File: config.mk
export PLATFORM = sky130hd
export DESIGN_NAME = ber_tag_length_header_parser_core
export DESIGN_NICKNAME = d
export VERILOG_FILES = /design/src/bertlh_pkg.sv /design/src/ber_tag_length_header_parser_core.sv
export SDC_FILE = /design/constraint.sdc
export NUM_CORES = 1
export LEC_CHECK = 0
export ABC_AREA = 1
export BUFFER_PORTS_ARGS = -buffer_cell sky130_fd_sc_hd__clkbuf_2
export CAP_MARGIN = 20
export CORE_MARGIN = 4
export CORE_UTILIZATION = 55
export CTS_BUF_LIST = sky130_fd_sc_hd__clkbuf_4
export CTS_CLUSTER_SIZE = 25
export DETAILED_ROUTE_END_ITERATION = 6
export PLACE_DENSITY_LB_ADDON = 0.08
export SLEW_MARGIN = 20
export SYNTH_ARGS = -nofsm -noshare
export SYNTH_HDL_FRONTEND = slang
export SYNTH_SLANG_ARGS = --single-unit
File: constraint.sdc
create_clock -name clk -period 16 [get_ports clk]
set_input_delay 1.6 -clock clk [delete_from_list [all_inputs] [get_ports clk]]
set_output_delay 1.6 -clock clk [all_outputs]
set_load 0.1 [all_outputs]
File: src/bertlh_pkg.sv
package bertlh_pkg;

	localparam int HEADER_BYTES_DEF = 16;

	localparam int TAG_W = 64;
	localparam int LEN_W = 64;
	localparam int HLEN_W = 5;
	localparam int LEFT_W = 7;
	localparam int STATUS_W = 3;

	localparam int S_TDATA_W = 8;
	localparam int S_TUSER_W = 2;
	localparam int M_TDATA_W = 144;
	localparam int M_TUSER_W = STATUS_W;

	localparam logic [7:0] CLASS_MASK = 8'hc0;
	localparam logic [7:0] CONS_MASK = 8'h20;
	localparam logic [7:0] LOW_TAG_MASK = 8'h1f;
	localparam logic [7:0] MORE_MASK = 8'h80;
	localparam logic [7:0] LEN_INDEF = 8'h80;
	localparam logic [7:0] LEN_FORBID = 8'hff;
	localparam logic [7:0] GROUP_MASK = 8'h7f;

	typedef enum logic [1:0] {
		PH_IDENT,
		PH_TAGMORE,
		PH_LENOCT,
		PH_LENMORE
	} phase_t;

	typedef enum logic [STATUS_W-1:0] {
		ST_OK        = 3'd0,
		ST_END       = 3'd1,
		ST_READERR   = 3'd2,
		ST_PREMATURE = 3'd3,
		ST_TOOLARGE  = 3'd4,
		ST_FORBIDDEN = 3'd5
	} status_t;

endpackage

File: src/ber_tag_length_header_parser_core.sv
// BER identifier and length header parser.
// Input stream: one transaction per byte on s_axis. tdata carries the byte,
// tuser[0] marks end of stream (byte ignored) and tuser[1] says the reader
// failed rather than reaching a plain end.
// Output stream: one transaction per finished header, stream end or error on m_axis.
// tuser carries the status code; tdata carries class, constructed flag,
// tag number, content length, indefinite and non-DER flags and header length.
// A byte is taken into the input register, and its result, if any, is then
// registered in the output register.
// Throughput: one byte per cycle while no result waits on a full output,
// set by the combinational state update between the input and output registers.
// A byte that produces no result always moves on; one that produces a result
// waits in the input register only while the output register is full and
// m_axis_tready is low, and s_axis_tready falls only in that case.
// Reset clears both register valid flags and puts the parser at the
// identifier octet with all accumulators at zero. After every result the
// parser restarts at the identifier octet.
module ber_tag_length_header_parser_core
	import bertlh_pkg::*;
#(
	parameter int HEADER_BYTES = HEADER_BYTES_DEF
) (
	input  logic                 clk,
	input  logic                 arst_n,
	input  logic                 s_axis_tvalid,
	output logic                 s_axis_tready,
	input  logic [S_TDATA_W-1:0] s_axis_tdata,  // in_byte[7:0]
	input  logic [S_TUSER_W-1:0] s_axis_tuser,  // stream_end, read_failed
	output logic                 m_axis_tvalid,
	input  logic                 m_axis_tready,
	// tag_class[1:0], constructed, tag_number[63:0], content_length[63:0],
	// indefinite, not_der, header_length[4:0], zero fill[5:0]
	output logic [M_TDATA_W-1:0] m_axis_tdata,
	output logic [M_TUSER_W-1:0] m_axis_tuser   // status[2:0]
);

	localparam int BW = $clog2(HEADER_BYTES + 1);
	localparam logic [BW-1:0] HB = BW'(HEADER_BYTES);
	localparam int PAD_W = M_TDATA_W - (2 + 1 + TAG_W + LEN_W + 1 + 1 + HLEN_W);

	// input register
	logic                valid_s1;
	logic [7:0]          byte_s1;
	logic                end_s1;
	logic                fail_s1;

	// parser state
	phase_t              phase_q, phase_d;
	logic [BW-1:0]       cnt_q, cnt_d, cnt_inc;
	logic [1:0]          class_q, class_d;
	logic                cons_q, cons_d;
	logic [TAG_W-1:0]    tag_q, tag_d;
	logic [LEN_W-1:0]    len_q, len_d;
	logic [LEFT_W-1:0]   left_q, left_d, left_dec;
	logic [LEN_W-1:0]    len_shift;

	// result
	logic                res_valid;
	logic                restart;
	status_t             res_status;
	logic [1:0]          res_class;
	logic                res_cons;
	logic [TAG_W-1:0]    res_tag;
	logic [LEN_W-1:0]    res_len;
	logic                res_indef;
	logic [BW-1:0]       res_cnt;
	logic [BW+HLEN_W-1:0] res_cnt_ext;

	// output register
	logic                out_valid_q;
	status_t             out_status_q;
	logic [1:0]          out_class_q;
	logic                out_cons_q;
	logic [TAG_W-1:0]    out_tag_q;
	logic [LEN_W-1:0]    out_len_q;
	logic                out_indef_q;
	logic [HLEN_W-1:0]   out_hlen_q;

	logic                adv;

	assign adv = valid_s1 && (!res_valid || !out_valid_q || m_axis_tready);
	assign s_axis_tready = !valid_s1 || adv;

	assign cnt_inc = cnt_q + BW'(1);
	assign left_dec = (left_q != '0) ? left_q - LEFT_W'(1) : left_q;
	assign len_shift = {len_q[LEN_W-9:0], byte_s1};

	always_comb begin
		phase_d = phase_q;
		cnt_d = cnt_q;
		class_d = class_q;
		cons_d = cons_q;
		tag_d = tag_q;
		len_d = len_q;
		left_d = left_q;
		res_valid = 1'b0;
		restart = 1'b0;
		res_status = ST_OK;
		res_class = '0;
		res_cons = 1'b0;
		res_tag = '0;
		res_len = '0;
		res_indef = 1'b0;
		res_cnt = cnt_q;
		if (end_s1) begin
			res_valid = 1'b1;
			restart = 1'b1;
			if (fail_s1) begin
				res_status = ST_READERR;
			end else if (phase_q == PH_IDENT) begin
				res_status = ST_END;
			end else begin
				res_status = ST_PREMATURE;
			end
		end else if (phase_q == PH_IDENT) begin
			cnt_d = BW'(1);
			class_d = byte_s1[7:6];
			cons_d = (byte_s1 & CONS_MASK) != 8'h00;
			if ((byte_s1 & LOW_TAG_MASK) == LOW_TAG_MASK) begin
				tag_d = '0;
				phase_d = PH_TAGMORE;
			end else begin
				tag_d = TAG_W'(byte_s1 & LOW_TAG_MASK);
				phase_d = PH_LENOCT;
			end
		end else if (cnt_q >= HB) begin
			res_valid = 1'b1;
			restart = 1'b1;
			res_status = ST_TOOLARGE;
		end else begin
			cnt_d = cnt_inc;
			res_cnt = cnt_inc;
			res_class = class_q;
			res_cons = cons_q;
			res_tag = tag_q;
			unique case (phase_q)
				PH_TAGMORE: begin
					tag_d = {tag_q[TAG_W-8:0], byte_s1[6:0]};
					if ((byte_s1 & MORE_MASK) == 8'h00) begin
						phase_d = PH_LENOCT;
					end
				end
				PH_LENOCT: begin
					if ((byte_s1 & MORE_MASK) == 8'h00) begin
						res_valid = 1'b1;
						restart = 1'b1;
						res_len = LEN_W'(byte_s1);
					end else if (byte_s1 == LEN_INDEF) begin
						res_valid = 1'b1;
						restart = 1'b1;
						res_indef = 1'b1;
					end else if (byte_s1 == LEN_FORBID) begin
						res_valid = 1'b1;
						restart = 1'b1;
						res_status = ST_FORBIDDEN;
					end else begin
						len_d = '0;
						left_d = LEFT_W'(byte_s1 & GROUP_MASK);
						phase_d = PH_LENMORE;
					end
				end
				PH_LENMORE: begin
					len_d = len_shift;
					left_d = left_dec;
					if (left_dec == '0) begin
						res_valid = 1'b1;
						restart = 1'b1;
						res_len = len_shift;
					end
				end
				default: begin
					phase_d = PH_IDENT;
				end
			endcase
			if (res_status != ST_OK) begin
				res_class = '0;
				res_cons = 1'b0;
				res_tag = '0;
			end
			if (res_class == 2'd0 && res_tag == '0) begin
				res_len = '0;
			end
		end
		if (restart) begin
			phase_d = PH_IDENT;
			cnt_d = '0;
			class_d = '0;
			cons_d = 1'b0;
			tag_d = '0;
			len_d = '0;
			left_d = '0;
		end
	end

	assign res_cnt_ext = {{HLEN_W{1'b0}}, res_cnt};

	always_ff @(posedge clk or negedge arst_n) begin
		if (!arst_n) begin
			valid_s1 <= 1'b0;
		end else if (s_axis_tready) begin
			valid_s1 <= s_axis_tvalid;
		end
	end

	always_ff @(posedge clk) begin
		if (s_axis_tready && s_axis_tvalid) begin
			byte_s1 <= s_axis_tdata;
			end_s1 <= s_axis_tuser[0];
			fail_s1 <= s_axis_tuser[1];
		end
	end

	always_ff @(posedge clk or negedge arst_n) begin
		if (!arst_n) begin
			phase_q <= PH_IDENT;
			cnt_q <= '0;
			class_q <= '0;
			cons_q <= 1'b0;
			tag_q <= '0;
			len_q <= '0;
			left_q <= '0;
		end else if (adv) begin
			phase_q <= phase_d;
			cnt_q <= cnt_d;
			class_q <= class_d;
			cons_q <= cons_d;
			tag_q <= tag_d;
			len_q <= len_d;
			left_q <= left_d;
		end
	end

	always_ff @(posedge clk or negedge arst_n) begin
		if (!arst_n) begin
			out_valid_q <= 1'b0;
		end else if (adv && res_valid) begin
			out_valid_q <= 1'b1;
		end else if (m_axis_tready) begin
			out_valid_q <= 1'b0;
		end
	end

	always_ff @(posedge clk) begin
		if (adv && res_valid) begin
			out_status_q <= res_status;
			out_class_q <= res_class;
			out_cons_q <= res_cons;
			out_tag_q <= res_tag;
			out_len_q <= res_len;
			out_indef_q <= res_indef;
			out_hlen_q <= res_cnt_ext[HLEN_W-1:0];
		end
	end

	assign m_axis_tvalid = out_valid_q;
	assign m_axis_tuser = out_status_q;
	assign m_axis_tdata = {{PAD_W{1'b0}}, out_hlen_q, out_indef_q, out_indef_q,
		out_len_q, out_tag_q, out_cons_q, out_class_q};

	a_ident_count_zero : assert property (@(posedge clk) disable iff (!arst_n)
		(phase_q == PH_IDENT) |-> (cnt_q == '0))
		else $error("byte count not cleared at identifier octet");

	a_count_bounded : assert property (@(posedge clk) disable iff (!arst_n)
		cnt_q <= HB)
		else $error("header byte count beyond buffer size");

	a_lenmore_left : assert property (@(posedge clk) disable iff (!arst_n)
		(phase_q == PH_LENMORE) |-> (left_q != '0))
		else $error("long-form length phase with no bytes left");

	a_error_fields_zero : assert property (@(posedge clk) disable iff (!arst_n)
		(out_valid_q && out_status_q != ST_OK) |->
		(out_tag_q == '0 && out_class_q == '0 && out_len_q == '0 && !out_indef_q))
		else $error("error result carries header fields");

	a_accept_fills_s1 : assert property (@(posedge clk) disable iff (!arst_n)
		(s_axis_tvalid && s_axis_tready) |=> valid_s1)
		else $error("accepted transaction lost from input register");

endmodule

[Yosys cells after proc, flatten, opt, wreduce, memory -nomap -nowiden]
Index checks and enable logic that the tools add are counted.
Storage, ports and cells
  register bits: 289
  bits of input ports: 14
  output and inout bits: 149
  logic and storage cells: 150
Cells by class
  reduce and logical (&&, ||, !) cells: 30
  equal/unequal tests: 18
  order comparisons: 1
  multiplexer cells: 79
  bitwise logic cells: 1
  $add $sub $neg: 2
Operator list (number)
  64-bit 2-to-1 mux: 10
  56-bit 2-to-1 mux: 7
  64-bit one-hot mux with 2 select lines: 1
  56-bit one-hot mux with 2 select lines: 1
  64-bit zero test: 1
  7-bit 2-to-1 mux: 8
  2-bit 2-to-1 mux: 18
  5-bit 2-to-1 mux: 7
  3-bit 2-to-1 mux: 10
  8-bit == test, second input constant: 2
  4-bit != test, second input constant: 4
  8-bit AND reduction: 2
  3-bit != test, second input constant: 5
  7-bit one-hot mux with 2 select lines: 1
  1-bit 2-to-1 mux: 13
  3-bit nonzero test: 3
  8-bit zero test: 1
  8-bit 2-to-1 mux: 1
  4-bit OR reduction: 2
  7-bit zero test: 1
  7-bit nonzero test: 1
  7-bit by 1-bit subtractor with 7-bit output, second input constant: 1
  2-bit one-hot mux with 3 select lines: 1
  5-bit by 1-bit adder with 5-bit output, second input constant: 1
  other kinds (18): 29

[Depth between registers and ports, before layout]
  depth after elaboration: 16
  mapped depth: 18
  mapped depth without buffers: 17

[Worst setup path after synthesis]
Ideal clock, no wire load.
  kind: input-to-reg
  start point: in m_axis_tready
  end point: reg out_status_q[0] (netlist: m_axis_tuser[0]) (enable)
  setup time: 0.493 ns
  arrival: 4.804 ns
  setup slack: 10.703 ns
  buffers on the path: 0
  stages on the path: 6
  data required time: 15.507 ns
  cell sequence: nor2_1 > nand3_4 > nand2_1 > inv_1 > nand3_1 > inv_1
Between the ends
  word-level cells in the longest chain between the ends: 3
Ends and longest elaborated chain
  from (decl): line ber_tag_length_header_parser_core.sv:30  | input logic m_axis_tready,
  1-bit logical OR: line ber_tag_length_header_parser_core.sv:81  | assign adv = valid_s1 && (!res_valid || !out_valid_q || m_axis_tready);
  1-bit logical AND: line ber_tag_length_header_parser_core.sv:81
  1-bit logical AND: line ber_tag_length_header_parser_core.sv:244  | if (adv && res_valid) begin
  to (signal assigned): line ber_tag_length_header_parser_core.sv:245  | out_status_q <= res_status;
  to (decl): line ber_tag_length_header_parser_core.sv:71  | status_t out_status_q;
Every way passes these cells.
A chain may end at the register's enable or synchronous reset.

[Worst setup path in the final report]
  start point: reg byte_s1[3]
  end point: out s_axis_tready
Between the ends
  word-level cells in the longest chain between the ends: 13
  elaborated cells between the ends (all ways): 14
  classes of those cells: eq/ne (2); mux (7); reduce/logical (5)
Ends and longest elaborated chain
  from (decl): line ber_tag_length_header_parser_core.sv:43  | logic [7:0] byte_s1;
  from (signal assigned): line ber_tag_length_header_parser_core.sv:207  | byte_s1 <= s_axis_tdata;
  8-bit == test: line ber_tag_length_header_parser_core.sv:152  | end else if (byte_s1 == LEN_FORBID) begin
  1-bit 2-to-1 mux: line ber_tag_length_header_parser_core.sv:152
  1-bit 2-to-1 mux *: line ber_tag_length_header_parser_core.sv:148  | end else if (byte_s1 == LEN_INDEF) begin
  1-bit 2-to-1 mux *: line ber_tag_length_header_parser_core.sv:144  | if ((byte_s1 & MORE_MASK) == 8'h00) begin
  1-bit one-hot mux with 2 select lines *: line ber_tag_length_header_parser_core.sv:136  | unique case (phase_q)
  1-bit 2-to-1 mux *: line ber_tag_length_header_parser_core.sv:126  | end else if (cnt_q >= HB) begin
  1-bit 2-to-1 mux *: line ber_tag_length_header_parser_core.sv:115  | end else if (phase_q == PH_IDENT) begin
  1-bit 2-to-1 mux *: line ber_tag_length_header_parser_core.sv:105  | if (end_s1) begin
  1-bit zero test *: line ber_tag_length_header_parser_core.sv:81
  1-bit logical OR * (2 in a row): line ber_tag_length_header_parser_core.sv:81
  1-bit logical AND *: line ber_tag_length_header_parser_core.sv:81
  1-bit logical OR *: line ber_tag_length_header_parser_core.sv:82  | assign s_axis_tready = !valid_s1 || adv;
  to (decl): line ber_tag_length_header_parser_core.sv:26  | output logic s_axis_tready,
Every way passes the cells marked *; elsewhere a longest branch is shown, timed or not.

==> results.md <==
- Top Ports: 163
- Drt drc: 0
- Rows: 56
- Pleak: 0.00667 µW
- CP peak stage delay: 1110 ps
- R2R depth: 13
- Most common cell after layout, fill and taps aside: nand2_1
- Crit path cell chain: nand4_1 -> nor2_2 -> nand3_2 -> inv_2 -> nor3_1 -> nand3_2 -> buf_4 -> nand4_1 -> clkbuf_2
- Clock skew: 49.9 ps
- Worst r2r src: byte_s1[3]
- Slew Limit Fails: 0
- Part of the power in registers: 0.372
- Drt first pass iters: 5
- Register area share after synthesis: 0.603
- Netlist cell types: 33
- Chip height: 163 µm
- Critical path type: reg -> out
- Layout cell share with drive strength beyond 1: 0.193
- Post-CTS setup buffers: 0
- Worst hold endpoint: cons_q
- Synthesized instance count: 1439
- CTS Root Cell: clkbuf_4
- Peak VDD IR: 95.3 µV
- Avg Inst Size Synth: 9.20 µm²
- Clk pwr share: 0.249
- WL/cell: 16.8 µm
- Clock tree buffer depth: 3
- Antenna Nets Post-Route: 0
- Post-route clock period utilization: 0.425
- Initial core utilization: 0.562
- Max Cap Viol: 0
- Hold path startpoint: cons_q
- Cts hold-fix bufs: 0
- Mapped cell area: 0.0132 mm²
- RR Endpoint: out_hlen_q[1]
- Power per cell area: 170 mW/mm²
- Setup TNS: 0 ps
- Hold Path Depth: 2
- Type of origin of the critical path: flop
- Die boundary width: 163 µm
- Crit. End Element: primary output
- Internal power: 1370 µW
- Layout Utilization: 0.638
- Critical path data required time: 14400 ps
- Final Hold Fails: 0
- Slowest CP cell: inv_2
- Relative slew margins: 0.292
- Seq cells post-synth: 289
- Final wirelength: 32700 µm
- Largest net degree at the start of global routing: 98
- Min Tclk post-route: 6800 ps
- Vias in the first global route: 10400
- Slew of the pin with the lowest slew margin: 1060 ps
- Gr usage total: 0.250
- Final setup violation count: 0
- Commonest non-fill, non-tap cells in the layout: nand2_1, clkbuf_2, nor2_1
- Placer Congestion: 0.897
- YS warnings: 0
- Resized Gates After CTS: 0
- 1st-iter DRT viols: 1000
- Vias: 10900
- Sink Count: 289
- Clk pin slew, worst setup/hold paths: 60 ps
- CTS tree: done
- Flop-to-flop setup slack: 9890 ps
- H-Tree Depth: 3
- Worst Path Arrival: 5200 ps
- Net Sw Frac: 0.463
- Comb power frac: 0.379
- Total gr overflow: 0
- Hold Path Class: reg -> reg
- CTS Buf Count: 74
- NumNets Final: 1594
- Core area: 0.0235 mm²
- Unrepaired setup endpoints after global routing: false
- Number of port buffers: 156
- Initial antenna violation count: 1
- P&R area growth vs syn: 13.4%
- Detailed placement HPWL: 19800 µm
- Run status: complete, no violations
- FMAX: 147 MHz
- Clk_lat worst skew: 690 ps
- Switching power: 1180 µW
- First-pass GRT wire length: 53700 µm
- Routed vias/inst: 5.59
- CP Max Fanout: 74
- DIE AREA: 0.0266 mm²
-- registers in the layout (all words and copies together) (netlist names) --
signal	count
valid_s1	1
class_q	2
end_s1	1
tag_q	64
out_tag_q	64
out_indef_q	1
phase_q	2
m_axis_tuser	3
byte_s1	8
out_class_q	2
len_q	56
out_cons_q	1
cnt_q	5
left_q	7
out_hlen_q	5
fail_s1	1
cons_q	1
out_len_q	64
m_axis_tvalid	1
-- synth_stat cells, drive strengths merged --
library cell,count,share of area
a21oi,74,0.028
buf,61,0.024
clkbuf,57,0.016
conb,1,0.00028
dfrtp,139,0.26
edfxtp,150,0.34
ha,8,0.0076
inv,97,0.027
nand2,388,0.11
nand3,30,0.015
nand4,146,0.069
nor2,156,0.046
nor3,61,0.023
nor4,2,0.0021
o211ai,2,0.0011
o21ai,58,0.022
o21bai,1,0.00057
o22ai,3,0.0014
o31ai,1,0.00057
xnor2,1,0.00066
xor2,3,0.0020
-- power groups by stage --
stage / sequential (µW) / clock, µW / combinational (µW)
floorplan: 1350 / 0 / 417
global placement: 965 / 0 / 960
detailed placement: 966 / 0 / 962
CTS: 952 / 656 / 964
global route: 962 / 698 / 1030
finish: 952 / 637 / 969
-- area by class of cell --
type | instances | area, µm²
tap | 319 | 399
clock buffer | 114 | 856
clock inverter | 20 | 105
inverter | 97 | 369
antenna | 1 | 2.50
timing repair buffer | 170 | 905
fill | 2081 | 8530
multi-input combinational | 940 | 4390
sequential | 289 | 7990
-- routing by layer --
metal,up-vias,global-route usage,share of wire
met2,409,0.394,0.48
li1,5178,-,-
met4,0,0.0965,0.026
met5,-,0,0
met1,5245,0.346,0.43
met3,73,0.0479,0.065
-- worst max path at each step --
stage	endpoint	cells past startpoint	start	slack, ps
finish	s_axis_tready	9	byte_s1[3]	9200
global route	s_axis_tready	9	byte_s1[3]	8800
CTS	s_axis_tready	9	byte_s1[3]	9240
detailed placement	s_axis_tready	9	byte_s1[3]	10000
global placement	s_axis_tready	9	byte_s1[3]	10100
floorplan	m_axis_tuser[0]	6	m_axis_tready	10700
-- per-stage QoR --
step                cells  setup slack (ps)  total power [µW]  hold WS, ps  area, µm²
floorplan            1444             10700              1770          442      13300
global placement     1814             10100              1930          459      14000
detailed placement   1814             10000              1930          466      14000
CTS                  1948              9240              2570          482      15000
global route         1950              8800              2690          501      15000
finish               1950              9200              2560          477      15000
-- critical path: cells and delay by family (launching register included) --
| kind | cells | cell delay [ps] |
|---|---|---|
| and+or+nand+nor | 6 | 1800 |
| DFF | 1 | 460 |
| buffers and inverters | 3 | 2210 |
-- logic make-up after synthesis --
family | synth area share
simple gates | 0.265
flops | 0.603
buf+inv | 0.0680
compound gates | 0.0536
fa+ha+maj | 0.00756
xor+xnor | 0.00265
other cells | 0.000283
Note: power is estimated with default switching activity, not from simulation.
